## src/rtl/rar_pkg.sv

```systemverilog
`timescale 1ns / 1ps
// ----------------------------------------------------------------------------
// rar_pkg
// Shared types and constants for the rational add and reduce unit.
// ----------------------------------------------------------------------------
package rar_pkg;

   localparam int FieldWidth = 32;
   localparam int WordWidth  = 64;
   localparam int DenWidth   = 62;

   // work handed from the front end to the back end
   typedef struct packed {
      logic [WordWidth-1:0] nmag;
      logic [WordWidth-1:0] dmag;
      logic                 nneg;
      logic                 dneg;
      logic                 zero_den;
   } rar_work_type;

endpackage

```

## src/rtl/rar_queue.sv

```systemverilog
`timescale 1ns / 1ps
// ----------------------------------------------------------------------------
// rar_queue
// Two-entry FIFO of work between front end and back end.
// ----------------------------------------------------------------------------
module rar_queue (
   input  logic                  clock,
   input  logic                  reset,
   input  logic                  push_valid,
   output logic                  push_ready,
   input  rar_pkg::rar_work_type push_item,
   output logic                  pop_valid,
   input  logic                  pop_ready,
   output rar_pkg::rar_work_type pop_item
);
   import rar_pkg::*;

   localparam int Depth = 2;
   localparam int PtrW  = $clog2(Depth);
   localparam int CntW  = $clog2(Depth + 1);

   rar_work_type          slot_ff [Depth];
   logic [PtrW-1:0]       wr_ff, wr_in, rd_ff, rd_in;
   logic [CntW-1:0]       cnt_ff, cnt_in;
   logic                  do_push, do_pop;

   assign push_ready = (cnt_ff != CntW'(Depth));
   assign pop_valid  = (cnt_ff != '0);
   assign pop_item   = slot_ff[rd_ff];
   assign do_push    = push_valid && push_ready;
   assign do_pop     = pop_valid && pop_ready;

   always_comb begin
      wr_in  = do_push ? wr_ff + 1'b1 : wr_ff;
      rd_in  = do_pop ? rd_ff + 1'b1 : rd_ff;
      cnt_in = cnt_ff;
      if (do_push && !do_pop) begin
         cnt_in = cnt_ff + 1'b1;
      end else if (do_pop && !do_push) begin
         cnt_in = cnt_ff - 1'b1;
      end
   end

   always_ff @(posedge clock) begin
      if (reset) begin
         wr_ff  <= '0;
         rd_ff  <= '0;
         cnt_ff <= '0;
      end else begin
         wr_ff  <= wr_in;
         rd_ff  <= rd_in;
         cnt_ff <= cnt_in;
      end
   end

   always_ff @(posedge clock) begin
      if (do_push) begin
         slot_ff[wr_ff] <= push_item;
      end
   end

endmodule

```

## config.mk

```make
export PLATFORM = sky130hd
export DESIGN_NAME = rar_queue
export DESIGN_NICKNAME = d
export VERILOG_FILES = /design/src/rtl/rar_pkg.sv /design/src/rtl/rar_queue.sv
export SDC_FILE = /design/constraint.sdc
export NUM_CORES = 1
export LEC_CHECK = 0
export ABC_AREA = 1
export BUFFER_PORTS_ARGS = -buffer_cell sky130_fd_sc_hd__buf_2
export CORE_ASPECT_RATIO = 0.9
export CORE_MARGIN = 2
export CORE_UTILIZATION = 52
export DETAILED_ROUTE_END_ITERATION = 8
export PLACE_DENSITY = 0.76
export SETUP_SLACK_MARGIN = 0.15
export SLEW_MARGIN = 40
export SYNTH_ARGS = -nofsm -noshare
export SYNTH_HDL_FRONTEND = slang
export SYNTH_SLANG_ARGS = --single-unit
```

## constraint.sdc

```tcl
create_clock -name clock -period 9 [get_ports clock]
set_clock_uncertainty 0.1 [all_clocks]
set_input_delay 0.9 -clock clock [delete_from_list [all_inputs] [get_ports clock]]
set_output_delay 0.9 -clock clock [all_outputs]
set_load 0.05 [all_outputs]
```

; After elaboration in Yosys (flattened, before gate mapping)
; Memory sizes are Yosys's and may differ from the RTL's. A register that Yosys moved wholly into a read port is not among the register bits.
; Index checks and enable logic that the tools add are counted.
[word_totals]
ff_bits = 4
ramBits = 262
elab_cells = 23
n_memories = 1
[memory_table]
columns = memory, depth, width, read_ports, rd_ports_with_merged_regs, wr, line_no
row1 = slot_ff, 2, 131, 1, 1, 1, rar_queue.sv:22  ; rar_work_type slot_ff [Depth];
[op_classes]
n_addsub = 4
n_eq_ne = 1
muxes = 6
n_reduce_logical = 8
[op_table]
columns = operator, n
row1 = $logic_and A1 B1 Y1, 4
row2 = $mux W1, 4
row3 = $mux W2, 2
row4 = $reduce_bool A2 Y1, 2
row5 = $add A1 B1 Y1 const B, 2
row6 = $add A2 B1 Y2 const B, 1
row7 = $logic_not A1 Y1, 2
row8 = $ne A2 B2 Y1 const B, 1
row9 = $sub A2 B1 Y2 const B, 1

; Depth between registers and ports, before layout
[logic_depth]
depth_word = 6
ltp_mapped = 11

; Worst setup path before layout
; No wires, ideal clock.
[synth_path]
path_kind = input-to-reg
startpoint = input push_valid
endpoint = memory slot_ff[0][0] (netlist name), enable pin
arrival_time_ns = 6.460
t_required_ns = 8.277
path_slack_ns = 1.816
path_stages = 2
path_buffers = 0
cell_sequence = nand2_1 > nor2_1
[synth_via]
elab_chain_cells = 3
[synth_lines]
columns = element, line_no
row1 = start: declaration, rar_queue.sv:9  ; input logic push_valid,
row2 = $logic_and A1 B1 Y1, rar_queue.sv:30  ; assign do_push = push_valid && push_ready;
row3 = $mux W1, rar_queue.sv:57  ; if (do_push) begin
row4 = $mux W1 (not written as such), rar_queue.sv:58  ; slot_ff[wr_ff] <= push_item;
row5 = end: declaration, rar_queue.sv:22
; Every way passes these cells.

==> impl_metrics.toml <==
[route]
drc = 0
wirelength_mm = 18.23
drt.antenna.violating_nets = 0
route.detailed.wl_per_inst_um = 18.15
first_pass_iteration_count_of_the_detailed_router = 7
vias_per_cell = 5.034
routed-via-count = 5054
detail_route.iter0.violations = 192

[clock_tree]
clk-insertion-delay-late_ps = 510
postCtsResizedCells = 0
cts_buffer_depth = 3
cts_tree = "yes"
clk_root_buffer_cell = "sky130_fd_sc_hd__clkbuf_16"
cts.sink_count = 267
cts_hold_buffers = 0
htreeDepth = 1
cts_made_buffers = 26
postCtsSetupBuffers = 0
clk_pin_slew_worst_paths_ps = 60

[sta]
timing_max_transition_violations_final = 0
rsz0062_at_grt = "no"
setup_viol = 0
fin_crit_sh_pct = 44.14
finalCriticalPeriod_ps = 3973
maxClockFrequency_mhz = 251.7
final.setup.tns_ps = 0
timing.max_slew.rel_slack_pct = 43.88
max_slew.worst_pin.slew_ps = 841.8
final_hold_viol_count = 0

[synth]
synth_top_cell_area_share_pct = 78.15
synth_edf_count = 262
post_synth_inst_count = 445
synth_top_area_cell = "sky130_fd_sc_hd__edfxtp_1"
netlist-cell-type-count = 15
netlist_top_cells_count = "sky130_fd_sc_hd__edfxtp_1, sky130_fd_sc_hd__mux2_4, sky130_fd_sc_hd__mux2_2"
synth.top_cells.by_area = "sky130_fd_sc_hd__edfxtp_1, sky130_fd_sc_hd__mux2_4, sky130_fd_sc_hd__mux2_2"
total_standard_cell_area_after_synthesis_sq_um = 10070
async_reset_ff_share_pct = 0
synth_fp_nets = 581
synth_sequential_area_ratio_pct = 79.14
synthesis.area_per_instance_sq_um = 22.62
most_frequent_cell_after_synthesis = "sky130_fd_sc_hd__edfxtp_1"
synth-seq-cells = 267
yosys_warnings = 0
ys_dominant_reg_cell = "sky130_fd_sc_hd__edfxtp_1"

[die]
start_util_pct = 52.71
design.core.area_sq_um = 19100
die_outline_height_um = 136
dieWidth_um = 150.7
num_io_pins = 268
placementRows = 48
die_area_sq_um = 20490

[worst_setup_path]
crit_type = "reg2out"
kind_of_capture_point_of_the_worst_setup_path = "primary output"
crit_chain = "buf_6 -> buf_6 -> mux2_2 -> buf_2"
timing.reg2reg.setup_slack_ps = 6980
cp_max_fo = 52
critical_path_required_ps = 8000
crit_path_frequent_cell = "sky130_fd_sc_hd__buf_6"
cp_peak_stage_delay_ps = 630
timing.critical_path.arrival_ps = 2970
crit_path_top_delay_cell = "sky130_fd_sc_hd__dfxtp_4"
critPathLaunchType = "register"

[power]
switching_share_pct = 35.03
pwr-share-seq_pct = 40.3
power.net_switching_uw = 1420
clock_power_share_pct = 26.9
pwr-share-comb_pct = 32.8
power.leakage_uw = 0.004890
ir_worst_vdd_v = 0.0002143
cell_internal_pwr_uw = 2634
power.density_cell_area_nw_per_um2 = 323.6

[grt]
globalRoute.totalOverflow = 0
gr-usage-all-layers_pct = 16.77
largest_net_degree_at_the_start_of_global_routing = 85
first_pass_grt_wire_length_mm = 26.45
first_global_vias = 5107
antenna_violations_before_repair = 4

[cells_and_area]
area_growth_from_synthesis_to_layout_pct = 24.47
post-route-util_pct = 65.61
layout.nets = 867
layout-drive-gt1-share_pct = 59.39

[placed_design]
hpwlAfterDp_mm = 12.21
gpl_congestion = 0.7259
numPortBuffers = 267

[run]
maxCapViolCount = 0

[hold_path]
min_path_type = "reg2reg"

[outcome]
status = "finished, final reports clean"
## worst max-delay path: cells and delay by family, from the launching register on
family / cells / cell delay [ps]
flops: 1 / 630
buf+inv: 3 / 1350
mux: 1 / 410
## cell families after synthesis
group / after synthesis / share of synthesized area [%]
compound gates: 4 / 0.1989
fa+ha+maj: 1 / 0.1243
buf+inv: 23 / 1.765
flops: 267 / 79.15
mux: 131 / 18.01
simple gates: 19 / 0.7582
## power by group through the flow
stage          registers, uW  clock network (uW)  logic [uW]
3_3_place_gp            1650                   0        1320
4_1_cts                 1640                1110        1340
5_1_grt                 1650                1160        1390
3_5_place_dp            1660                   0        1340
6_report                1630                1090        1330
2_1_floorplan           1670                   0        1110
## per-stage QoR
step	power (uW)	setup WS (ps)	hold WS, ps	instances	instance area, sq um
2_1_floorplan	2772	1816	364.5	445	10070
3_3_place_gp	2964	5144	380.8	953	11630
5_1_grt	4202	4860	450.5	1001	12520
6_report	4054	5027	440.7	1004	12530
4_1_cts	4091	4522	423.4	1001	12520
3_5_place_dp	2999	5077	399.4	953	11640
## routing by layer
| metal | vias up | track usage, % | share of wire [%] |
|---|---|---|---|
| met5 | - | 0 | 0.14 |
| met4 | 4 | 3.946 | 2.0 |
| met1 | 2464 | 20.19 | 38 |
| li1 | 2337 | - | - |
| met3 | 34 | 5.436 | 9.0 |
| met2 | 215 | 29.49 | 51 |
## cells in the final DEF (no fill, tap or decap)
master,instances
sky130_fd_sc_hd__buf_2,267
sky130_fd_sc_hd__edfxtp_1,262
sky130_fd_sc_hd__mux2_4,90
sky130_fd_sc_hd__mux2_2,41
sky130_fd_sc_hd__clkbuf_16,27
sky130_fd_sc_hd__nand2_1,9
sky130_fd_sc_hd__inv_1,8
sky130_fd_sc_hd__clkbuf_1,8
sky130_fd_sc_hd__clkinv_2,6
sky130_fd_sc_hd__nor2_1,5
sky130_fd_sc_hd__bufinv_16,4
sky130_fd_sc_hd__dfxtp_1,4
sky130_fd_sc_hd__buf_6,4
sky130_fd_sc_hd__diode_2,3
sky130_fd_sc_hd__nor2_4,2
sky130_fd_sc_hd__o21ai_0,2
sky130_fd_sc_hd__a21oi_1,2
sky130_fd_sc_hd__nand3_1,2
sky130_fd_sc_hd__buf_4,2
sky130_fd_sc_hd__nand4_1,1
sky130_fd_sc_hd__ha_1,1
sky130_fd_sc_hd__dfxtp_4,1
sky130_fd_sc_hd__inv_6,1
sky130_fd_sc_hd__clkinvlp_4,1
sky130_fd_sc_hd__clkinv_1,1
## path summary, 6_finish.rpt
path	cells past startpoint	from	to
setup reg to reg	5	cnt_ff[0]$_SDFFE_PP0P_	slot_ff[1][95]$_DFFE_PP_
hold reg to reg	2	rd_ff$_SDFFE_PP0P_	register
setup / recovery	4	register	pop_item[0]
hold / removal	2	rd_ff$_SDFFE_PP0P_	register
## layout make-up
| class | count | area, sq um |
|---|---|---|
| Antenna cell | 3 | 7.507 |
| Clock buffer | 35 | 705.7 |
| Clock inverter | 13 | 170.2 |
| Fill cell | 1295 | 6568 |
| Inverter | 8 | 30.03 |
| Multi-Input combinational cell | 155 | 1937 |
| Sequential cell | 267 | 7971 |
| Tap cell | 250 | 312.8 |
| Timing Repair Buffer | 273 | 1396 |
## sequential cells by signal, indices dropped and copies added, names as in the netlist, named ones only
register,count
slot_ff,262
rd_ff,1
cnt_ff,2
wr_ff,1
(Power assumes the default switching activity.)
