File: config.mk
export PLATFORM = sky130hd
export DESIGN_NAME = rar_front_flat
export DESIGN_NICKNAME = d
export VERILOG_FILES = /design/src/rtl/rar_pkg.sv /design/src/rtl/rar_if.sv /design/src/rtl/rar_front.sv /design/src/flat_wrapper.sv
export SDC_FILE = /design/constraint.sdc
export NUM_CORES = 2
export LEC_CHECK = 0
export BUFFER_PORTS_ARGS = -buffer_cell sky130_fd_sc_hd__buf_4
export CAP_MARGIN = 20
export CORE_MARGIN = 2
export CORE_UTILIZATION = 35
export DETAILED_ROUTE_END_ITERATION = 6
export GPL_TIMING_DRIVEN = 0
export PLACE_DENSITY_LB_ADDON = 0.15
export SYNTH_ARGS = -nofsm -noshare
export SYNTH_HDL_FRONTEND = slang
export SYNTH_SLANG_ARGS = --single-unit
File: constraint.sdc
create_clock -name clock -period 18.2 [get_ports clock]
set_clock_uncertainty 0.2 [all_clocks]
set_input_delay 0.91 -clock clock [delete_from_list [all_inputs] [get_ports clock]]
set_output_delay 0.91 -clock clock [all_outputs]
set_load 0.02 [all_outputs]
File: src/rtl/rar_pkg.sv
`timescale 1ns / 1ps
// ----------------------------------------------------------------------------
// rar_pkg
// Shared types and constants for the rational add and reduce unit.
// ----------------------------------------------------------------------------
package rar_pkg;

   localparam int FieldWidth = 32;
   localparam int WordWidth  = 64;
   localparam int DenWidth   = 62;

   // work handed from the front end to the back end
   typedef struct packed {
      logic [WordWidth-1:0] nmag;
      logic [WordWidth-1:0] dmag;
      logic                 nneg;
      logic                 dneg;
      logic                 zero_den;
   } rar_work_type;

endpackage

File: src/rtl/rar_if.sv
`timescale 1ns / 1ps
// ----------------------------------------------------------------------------
// rar_req_if / rar_rsp_if
// Valid/ready channels for operand and result transactions.
// ----------------------------------------------------------------------------
interface rar_req_if;
   import rar_pkg::*;

   logic                         valid;
   logic                         ready;
   logic signed [FieldWidth-1:0] a_num;
   logic signed [FieldWidth-1:0] a_den;
   logic signed [FieldWidth-1:0] b_num;
   logic signed [FieldWidth-1:0] b_den;

   modport source (output valid, a_num, a_den, b_num, b_den, input ready);
   modport sink   (input valid, a_num, a_den, b_num, b_den, output ready);
endinterface


File: src/rtl/rar_front.sv
`timescale 1ns / 1ps
// ----------------------------------------------------------------------------
// rar_front
// Takes operands, forms magnitudes and signs, cross products and the
// numerator sum with one shared multiplier, then hands work to the queue.
// ----------------------------------------------------------------------------
module rar_front #(
   parameter int OPERAND_WIDTH = 32
) (
   input  logic                  clock,
   input  logic                  reset,
   rar_req_if.sink               req_chan,
   output logic                  push_valid,
   input  logic                  push_ready,
   output rar_pkg::rar_work_type push_item
);
   import rar_pkg::*;

   localparam int OW = OPERAND_WIDTH;

   typedef enum logic [4:0] {
      F_IDLE = 5'b00001,
      F_P1   = 5'b00010,
      F_P2   = 5'b00100,
      F_PD   = 5'b01000,
      F_PUSH = 5'b10000
   } front_state_type;

   function automatic logic [OW-1:0] mag_of(input logic [FieldWidth-1:0] v);
      logic [OW-1:0] f;
      f = v[OW-1:0];
      return f[OW-1] ? (~f + 1'b1) : f;
   endfunction

   front_state_type state_ff, state_in;
   logic [OW-1:0] ma_ff, mb_ff, mc_ff, md_ff;
   logic [OW-1:0] ma_in, mb_in, mc_in, md_in;
   logic sa_ff, sb_ff, sc_ff, sd_ff;
   logic sa_in, sb_in, sc_in, sd_in;
   logic [2*OW-1:0] p1_ff, p2_ff, p1_in, p2_in;
   logic [WordWidth-1:0] pd_ff, pd_in, nmag_ff, nmag_in;
   logic nneg_ff, nneg_in, zero_ff, zero_in;

   logic [OW-1:0]        mul_a, mul_b;
   logic [2*OW-1:0]      prod;
   logic [WordWidth-1:0] p1w, p2w;
   logic                 s1, s2;

   assign req_chan.ready = (state_ff == F_IDLE);

   always_comb begin
      case (state_ff)
         F_P1: begin
            mul_a = ma_ff;
            mul_b = md_ff;
         end
         F_P2: begin
            mul_a = mc_ff;
            mul_b = mb_ff;
         end
         default: begin
            mul_a = mb_ff;
            mul_b = md_ff;
         end
      endcase
      prod = mul_a * mul_b;
      p1w  = WordWidth'(p1_ff);
      p2w  = WordWidth'(p2_ff);
      s1   = (sa_ff != sd_ff) && (p1_ff != '0);
      s2   = (sc_ff != sb_ff) && (p2_ff != '0);
   end

   always_comb begin
      state_in = state_ff;
      ma_in = ma_ff; mb_in = mb_ff; mc_in = mc_ff; md_in = md_ff;
      sa_in = sa_ff; sb_in = sb_ff; sc_in = sc_ff; sd_in = sd_ff;
      p1_in = p1_ff; p2_in = p2_ff; pd_in = pd_ff;
      nmag_in = nmag_ff; nneg_in = nneg_ff; zero_in = zero_ff;
      case (state_ff)
         F_IDLE: begin
            if (req_chan.valid) begin
               ma_in = mag_of(req_chan.a_num);
               mb_in = mag_of(req_chan.a_den);
               mc_in = mag_of(req_chan.b_num);
               md_in = mag_of(req_chan.b_den);
               sa_in = req_chan.a_num[OW-1];
               sb_in = req_chan.a_den[OW-1];
               sc_in = req_chan.b_num[OW-1];
               sd_in = req_chan.b_den[OW-1];
               state_in = F_P1;
            end
         end
         F_P1: begin
            p1_in    = prod;
            zero_in  = (mb_ff == '0) || (md_ff == '0);
            state_in = F_P2;
         end
         F_P2: begin
            p2_in    = prod;
            state_in = F_PD;
         end
         F_PD: begin
            pd_in = WordWidth'(prod);
            if (s1 == s2) begin
               nmag_in = p1w + p2w;
               nneg_in = s1;
            end else if (p1w >= p2w) begin
               nmag_in = p1w - p2w;
               nneg_in = s1;
            end else begin
               nmag_in = p2w - p1w;
               nneg_in = s2;
            end
            state_in = F_PUSH;
         end
         F_PUSH: begin
            if (push_ready) begin
               state_in = F_IDLE;
            end
         end
         default: state_in = F_IDLE;
      endcase
   end

   assign push_valid         = (state_ff == F_PUSH);
   assign push_item.nmag     = nmag_ff;
   assign push_item.dmag     = pd_ff;
   assign push_item.nneg     = nneg_ff;
   assign push_item.dneg     = (sb_ff != sd_ff);
   assign push_item.zero_den = zero_ff;

   always_ff @(posedge clock) begin
      if (reset) begin
         state_ff <= F_IDLE;
      end else begin
         state_ff <= state_in;
      end
   end

   always_ff @(posedge clock) begin
      ma_ff <= ma_in; mb_ff <= mb_in; mc_ff <= mc_in; md_ff <= md_in;
      sa_ff <= sa_in; sb_ff <= sb_in; sc_ff <= sc_in; sd_ff <= sd_in;
      p1_ff <= p1_in; p2_ff <= p2_in; pd_ff <= pd_in;
      nmag_ff <= nmag_in; nneg_ff <= nneg_in; zero_ff <= zero_in;
   end

endmodule

File: src/flat_wrapper.sv
// flat-port wrapper written by rule: the top's interface ports become plain ports
module rar_front_flat import rar_pkg::*;
#(
   parameter int OPERAND_WIDTH = 32
)
  (clock, reset, push_valid, push_ready, push_item, req_chan_valid, req_chan_a_num, req_chan_a_den, req_chan_b_num, req_chan_b_den, req_chan_ready);
  rar_req_if req_chan_i ();
  input  logic clock;
  input  logic reset;
  output logic push_valid;
  input  logic push_ready;
  output rar_pkg::rar_work_type push_item;
  input wire logic [$bits(req_chan_i.valid)-1:0] req_chan_valid;
  input wire logic [$bits(req_chan_i.a_num)-1:0] req_chan_a_num;
  input wire logic [$bits(req_chan_i.a_den)-1:0] req_chan_a_den;
  input wire logic [$bits(req_chan_i.b_num)-1:0] req_chan_b_num;
  input wire logic [$bits(req_chan_i.b_den)-1:0] req_chan_b_den;
  output wire logic [$bits(req_chan_i.ready)-1:0] req_chan_ready;
  assign req_chan_i.valid = req_chan_valid;
  assign req_chan_i.a_num = req_chan_a_num;
  assign req_chan_i.a_den = req_chan_a_den;
  assign req_chan_i.b_num = req_chan_b_num;
  assign req_chan_i.b_den = req_chan_b_den;
  assign req_chan_ready = req_chan_i.ready;
  rar_front #(.OPERAND_WIDTH(OPERAND_WIDTH)) u_core (.clock(clock), .reset(reset), .req_chan(req_chan_i), .push_valid(push_valid), .push_ready(push_ready), .push_item(push_item));
endmodule
# [Yosys cells after proc, flatten, opt, wreduce, memory -nomap -nowiden]
# Cells that the tools add are included.
[word_totals] register_bits=395 inputBits=132 out_inout_bits=133 word_cells=65
[op_classes] add_sub_neg=7 mul=1 magnitude_cmp=1 n_eq_ne=11 mux=13 bitwise_logic=4 reduce_logical=9
[ops] cell="adder 32 x 1 -> 32 bit (second input constant)" count=4
[ops] cell="2-to-1 mux 64 bit" count=2
[ops] cell="inverter 32 bit" count=4
[ops] cell="nonzero test 64 bit" count=2
[ops] cell="subtractor 64 bit" count=2
[ops] cell="2-to-1 mux 31 bit" count=4
[ops] cell="adder 64 bit" count=1
[ops] cell="greater-or-equal comparator 64 bit" count=1
[ops] cell="zero test 32 bit" count=2
[ops] cell="multiplier 32 x 32 -> 64 bit" count=1
[ops] cell="case mux 32 bit (2 select lines)" count=1
[ops] cell="2-to-1 mux 32 bit" count=1
[ops] cell="case mux 5 bit (5 select lines)" count=1
[ops] cell="2-to-1 mux 5 bit" count=2
[ops] cell="== test 5 x 1 -> 1 bit (second input constant)" count=1
[ops] cell="== test 5 x 2 -> 1 bit (second input constant)" count=1
[ops] cell="== test 5 x 3 -> 1 bit (second input constant)" count=1
[ops] cell="== test 5 x 4 -> 1 bit (second input constant)" count=1
[ops] cell="== test 5 bit (second input constant)" count=1
[ops] cell="AND reduction 2 bit" count=2
[ops] cell="inequality test 1 bit" count=3
[ops] cell="logical AND 1 bit" count=2
[ops] cell="2-to-1 mux 1 bit" count=2
[ops] cell="inequality test 2 x 1 -> 1 bit (second input constant)" count=1
[ops] cell="other kinds (3)" count=3

# [Depth between registers and ports, before layout]
[depth] ltp_word=4 depth_mapped=37 mapped_depth_nobuf=33

# [Least setup slack after synthesis]
# No wires, ideal clock.
[synth_path] kind="flip-flop to flip-flop" from="reg u_core.state_ff[0]" to="reg u_core.state_ff[4]" setup_time_ps=114 arrival_time_ps=13805 required_ps=17886 slack_ps=4080 stages_incl_launch_ff=4 path_buffers=0 period_less_slack_ps=14120 cell_sequence="dfxtp_1 > nor2_1 > nor4bb_1 > o21a_1"
[synth_via] elab_chain_len=3 word_cells_on_any_way=9 classes_between="7 x eq/ne; 1 x mux; 1 x reduce/logical"
[synth_lines] element="start, declared" line="rar_front.sv:35" text="front_state_type state_ff, state_in;"
[synth_lines] element="start signal, assigned" line="rar_front.sv:136" text="state_ff <= state_in;"
[synth_lines] element="== test 5 x 1 -> 1 bit / == test 5 bit (equally long branches)" line="rar_front.sv:79" text="case (state_ff)"
[synth_lines] element="inequality test 2 bit (no line) / inequality test 2 x 1 -> 1 bit (equally long branches)"
[synth_lines] element="AND reduction 2 bit (no line)"
# Parallel ways exist; a longest one is shown, timed or not.
# A chain may end at the register's enable or synchronous reset.

# [Worst setup path in the final report]
[layout_path] from="reg u_core.state_ff[0]" to="reg u_core.pd_ff[46] (data pin)"
[layout_via] elab_chain_len=3 word_cells_on_any_way=5 classes_between="1 x mul; 2 x eq/ne; 2 x mux"
[layout_lines] element="== test 5 x 3 -> 1 bit / == test 5 x 2 -> 1 bit (equally long branches)" line="rar_front.sv:52" text="case (state_ff)"
[layout_lines] element="case mux 32 bit (2 select lines) / 2-to-1 mux 32 bit (equally long branches)" line="rar_front.sv:52"
[layout_lines] element="multiplier 32 x 32 -> 64 bit (*)" line="rar_front.sv:66" text="prod = mul_a * mul_b;"
[layout_lines] element="via u_core.prod[46]" line="rar_front.sv:45" text="logic [2*OW-1:0] prod;"
[layout_lines] element="end signal, assigned" line="rar_front.sv:143" text="p1_ff <= p1_in; p2_ff <= p2_in; pd_ff <= pd_in;"
[layout_lines] element="end, declared" line="rar_front.sv:41" text="logic [WordWidth-1:0] pd_ff, pd_in, nmag_ff, nmag_in;"
# Mark *: on every way through the listed nets, which the timed path passes. The rest lies on a longest branch.

==> results.sh <==
export IMPL_outcome="completed"
export IMPL_cp_arrival_ps=13580
export IMPL_coreArea_um2=167000
export IMPL_numCtsBuffers=45
export IMPL_globalRoute_totalOverflow=0
export IMPL_critPathMaxFanout=10
export IMPL_clk_latency_ps=660
export IMPL_rows=150
export IMPL_layout_common_cells="inv_1 (1074), fa_1 (899), nor2_1 (813)"
export IMPL_period_needed_ps=13400
export IMPL_grt_pass1_vias=51900
export IMPL_drtPass1Iterations=6
export IMPL_start_util_pct=35.3
export IMPL_clkSlewWorstSetupHoldPaths_ps=60
export IMPL_ios=265
export IMPL_worstHoldPathType="input pin to register"
export IMPL_io_buffers=264
export IMPL_ys_seq_elements=395
export IMPL_relSlewSlack_pct=13.1
export IMPL_hold_buffers=0
export IMPL_postRouteAntennaNets=0
export IMPL_worstPathRequired_ps=18370
export IMPL_ys_types=100
export IMPL_route_vias_total=50000
export IMPL_maxCapViolCount=0
export IMPL_drc=0
export IMPL_ys_warnings_count=0
export IMPL_die_w_um=415
export IMPL_rsz0062_at_grt="false"
export IMPL_cts_root_buffer="clkbuf_16"
export IMPL_avgRoutedWirePerCell_um=29.4
export IMPL_cts_resized_gates=0
export IMPL_postCtsSetupBuffers=0
export IMPL_grt_pass1_wl_um=379000
export IMPL_async_reset_ff_share_pct=0
export IMPL_crit_type="register to register"
export IMPL_drive_gt1_share_pct=7.27
export IMPL_antenna_found_initial=3
export IMPL_avgSynthCellArea_um2=9.07
export IMPL_first_iter_violations=4350
export IMPL_via_per_inst=5.48
export IMPL_htree_levels=2
export IMPL_tightest_slew_ps=1300
export IMPL_synth_edf_count=390
export IMPL_slew_viol_final=0
export IMPL_die_h_um=415
export IMPL_clock_sinks=395
export IMPL_syn_inst=6508
export IMPL_cp_end_kind="register"
export IMPL_ctsLongestPathBuffers=3
export IMPL_r2r_slack_ps=4800
export IMPL_syn_to_final_growth_pct=12.1
export IMPL_setup_violations_final=0
export IMPL_crit_path_start_kind="register"
export IMPL_syn_nets=7996
export IMPL_fmax_mhz=74.6
export IMPL_regArea_um2=11800
export IMPL_fillerInstances=17200
export IMPL_cpMostUsedCell="fa_1"
export IMPL_ys_flop_type="edfxtp_1"
export IMPL_place_congestion=1.03
export IMPL_grt_usage_pct=30.9
export IMPL_seq_area_frac_synth_pct=20.0
export IMPL_cp_slowest_cell="clkbuf_1"
export IMPL_hold_violations=0
export IMPL_multiInputGateArea_um2=42100
export IMPL_cts_tree="built"
export IMPL_critical_path_max_stage_delay_ps=860
export IMPL_dp_hpwl_um=229000
export IMPL_wirelength_um=268000
export IMPL_nets=8372
export IMPL_period_share_pct=73.6
export IMPL_syn_area_um2=59000
export IMPL_layout_commonest_cell="inv_1"
export IMPL_final_core_util_pct=39.6
export IMPL_grt_max_degree=74
export IMPL_dieArea_um2=172000
==> critical path, delay by kind of cell, from the launching register on <==
kind	cells	cell delay (ps)
simple gates	10	3000
fa+ha+maj	9	4340
compound gates	4	1860
buf+inv	8	2840
flops	1	320
xor+xnor	1	520
==> cell usage after synthesis, types with 9 or more instances <==
library cell | count | area share, %
edfxtp_1 | 390 | 20
a22oi_1 | 33 | 0.42
o311ai_0 | 9 | 0.13
ha_1 | 457 | 9.7
o21ai_1 | 18 | 0.15
nand3_1 | 46 | 0.39
mux2i_1 | 46 | 0.78
a21o_1 | 77 | 0.98
o22ai_1 | 9 | 0.095
fa_1 | 899 | 31
nor2b_1 | 24 | 0.25
o21bai_1 | 85 | 1.1
or4_1 | 16 | 0.20
nand2b_1 | 33 | 0.35
a221oi_1 | 9 | 0.13
o31ai_1 | 54 | 0.69
xnor2_1 | 214 | 3.2
o221ai_1 | 17 | 0.25
nand2_1 | 771 | 4.9
a31oi_1 | 28 | 0.30
and2_1 | 36 | 0.38
o211ai_1 | 25 | 0.32
a21oi_1 | 338 | 2.9
nor2_1 | 813 | 5.2
nor4_1 | 79 | 0.84
o21ai_0 | 200 | 1.7
buf_2 | 34 | 0.29
xor2_1 | 29 | 0.43
o21a_1 | 25 | 0.32
nor3_1 | 48 | 0.41
nand4_1 | 64 | 0.68
o41ai_1 | 23 | 0.34
or2_2 | 16 | 0.17
inv_1 | 1074 | 6.8
or3_1 | 29 | 0.31
clkbuf_1 | 241 | 1.5
a211oi_1 | 29 | 0.37
==> sequential cells by signal, summed over array words and instances (netlist names) <==
name / cells
u_core.zero_ff: 1
u_core.p2_ff: 64
u_core.p1_ff: 64
u_core.ma_ff: 32
u_core.mc_ff: 32
u_core.nmag_ff: 64
u_core.state_ff: 5
u_core.nneg_ff: 1
u_core.sb_ff: 1
u_core.mb_ff: 32
u_core.md_ff: 32
u_core.sa_ff: 1
u_core.pd_ff: 64
u_core.sd_ff: 1
u_core.sc_ff: 1
==> cell families (layout without fill, tap and decap cells) <==
family / Yosys count / after routing / share of synthesized area (%)
mux: 51 / 51 / 0.876
other cells: 0 / 2 / 0
fa+ha+maj: 1356 / 1356 / 40.2
buf+inv: 1364 / 1775 / 8.78
xor+xnor: 243 / 243 / 3.61
simple gates: 2026 / 2026 / 14.8
flops: 395 / 395 / 20.0
compound gates: 1073 / 1073 / 11.7
==> worst paths after layout <==
path	cells past startpoint	from	end
worst max-delay path	32	u_core.state_ff[0]$_SDFFE_PP1P_	u_core.pd_ff[46]$_DFFE_PP_
worst min-delay path	2	reset	u_core.state_ff[1]$_SDFFE_PP0P_
worst max register to register	32	u_core.state_ff[0]$_SDFFE_PP1P_	u_core.pd_ff[46]$_DFFE_PP_
worst min register to register	1	u_core.state_ff[2]$_SDFFE_PP0P_	u_core.pd_ff[59]$_DFFE_PP_
==> metrics by stage <==
stage               hold slack [ps]  std cells  setup TNS, ps  setup WS [ps]  instance area, um^2
finish                          212       9125              0           4800                66200
CTS                             185       9119              0           4960                66100
global placement                529       8976        -316080          -2500                63700
detailed placement              505       9037              0           4970                64700
global route                    193       9123              0           4690                66200
floorplan                       430       6508              0           4080                59000
==> final cells by class <==
class	instances	share of cell area [%]
Antenna cell	2	0.00756
Buffer	286	1.72
Clock buffer	51	1.74
Clock inverter	31	0.469
Inverter	1078	6.12
Multi-Input combinational cell	4749	63.6
Sequential cell	395	17.9
Tap cell	2204	4.17
Timing Repair Buffer	329	4.33
==> layer usage <==
metal / part of all wire [%] / vias to the layer above / GRT usage (%)
met5: 0.0063 / - / 0
met2: 46 / 2118 / 50.7
met3: 6.2 / 573 / 4.06
li1: - / 21900 / -
met1: 40 / 25400 / 38.8
met4: 7.3 / 2 / 18.4
Power is left out: the tool's default activity adds up to more than one toggle a clock period on the data nets, which glitch-free logic cannot reach.
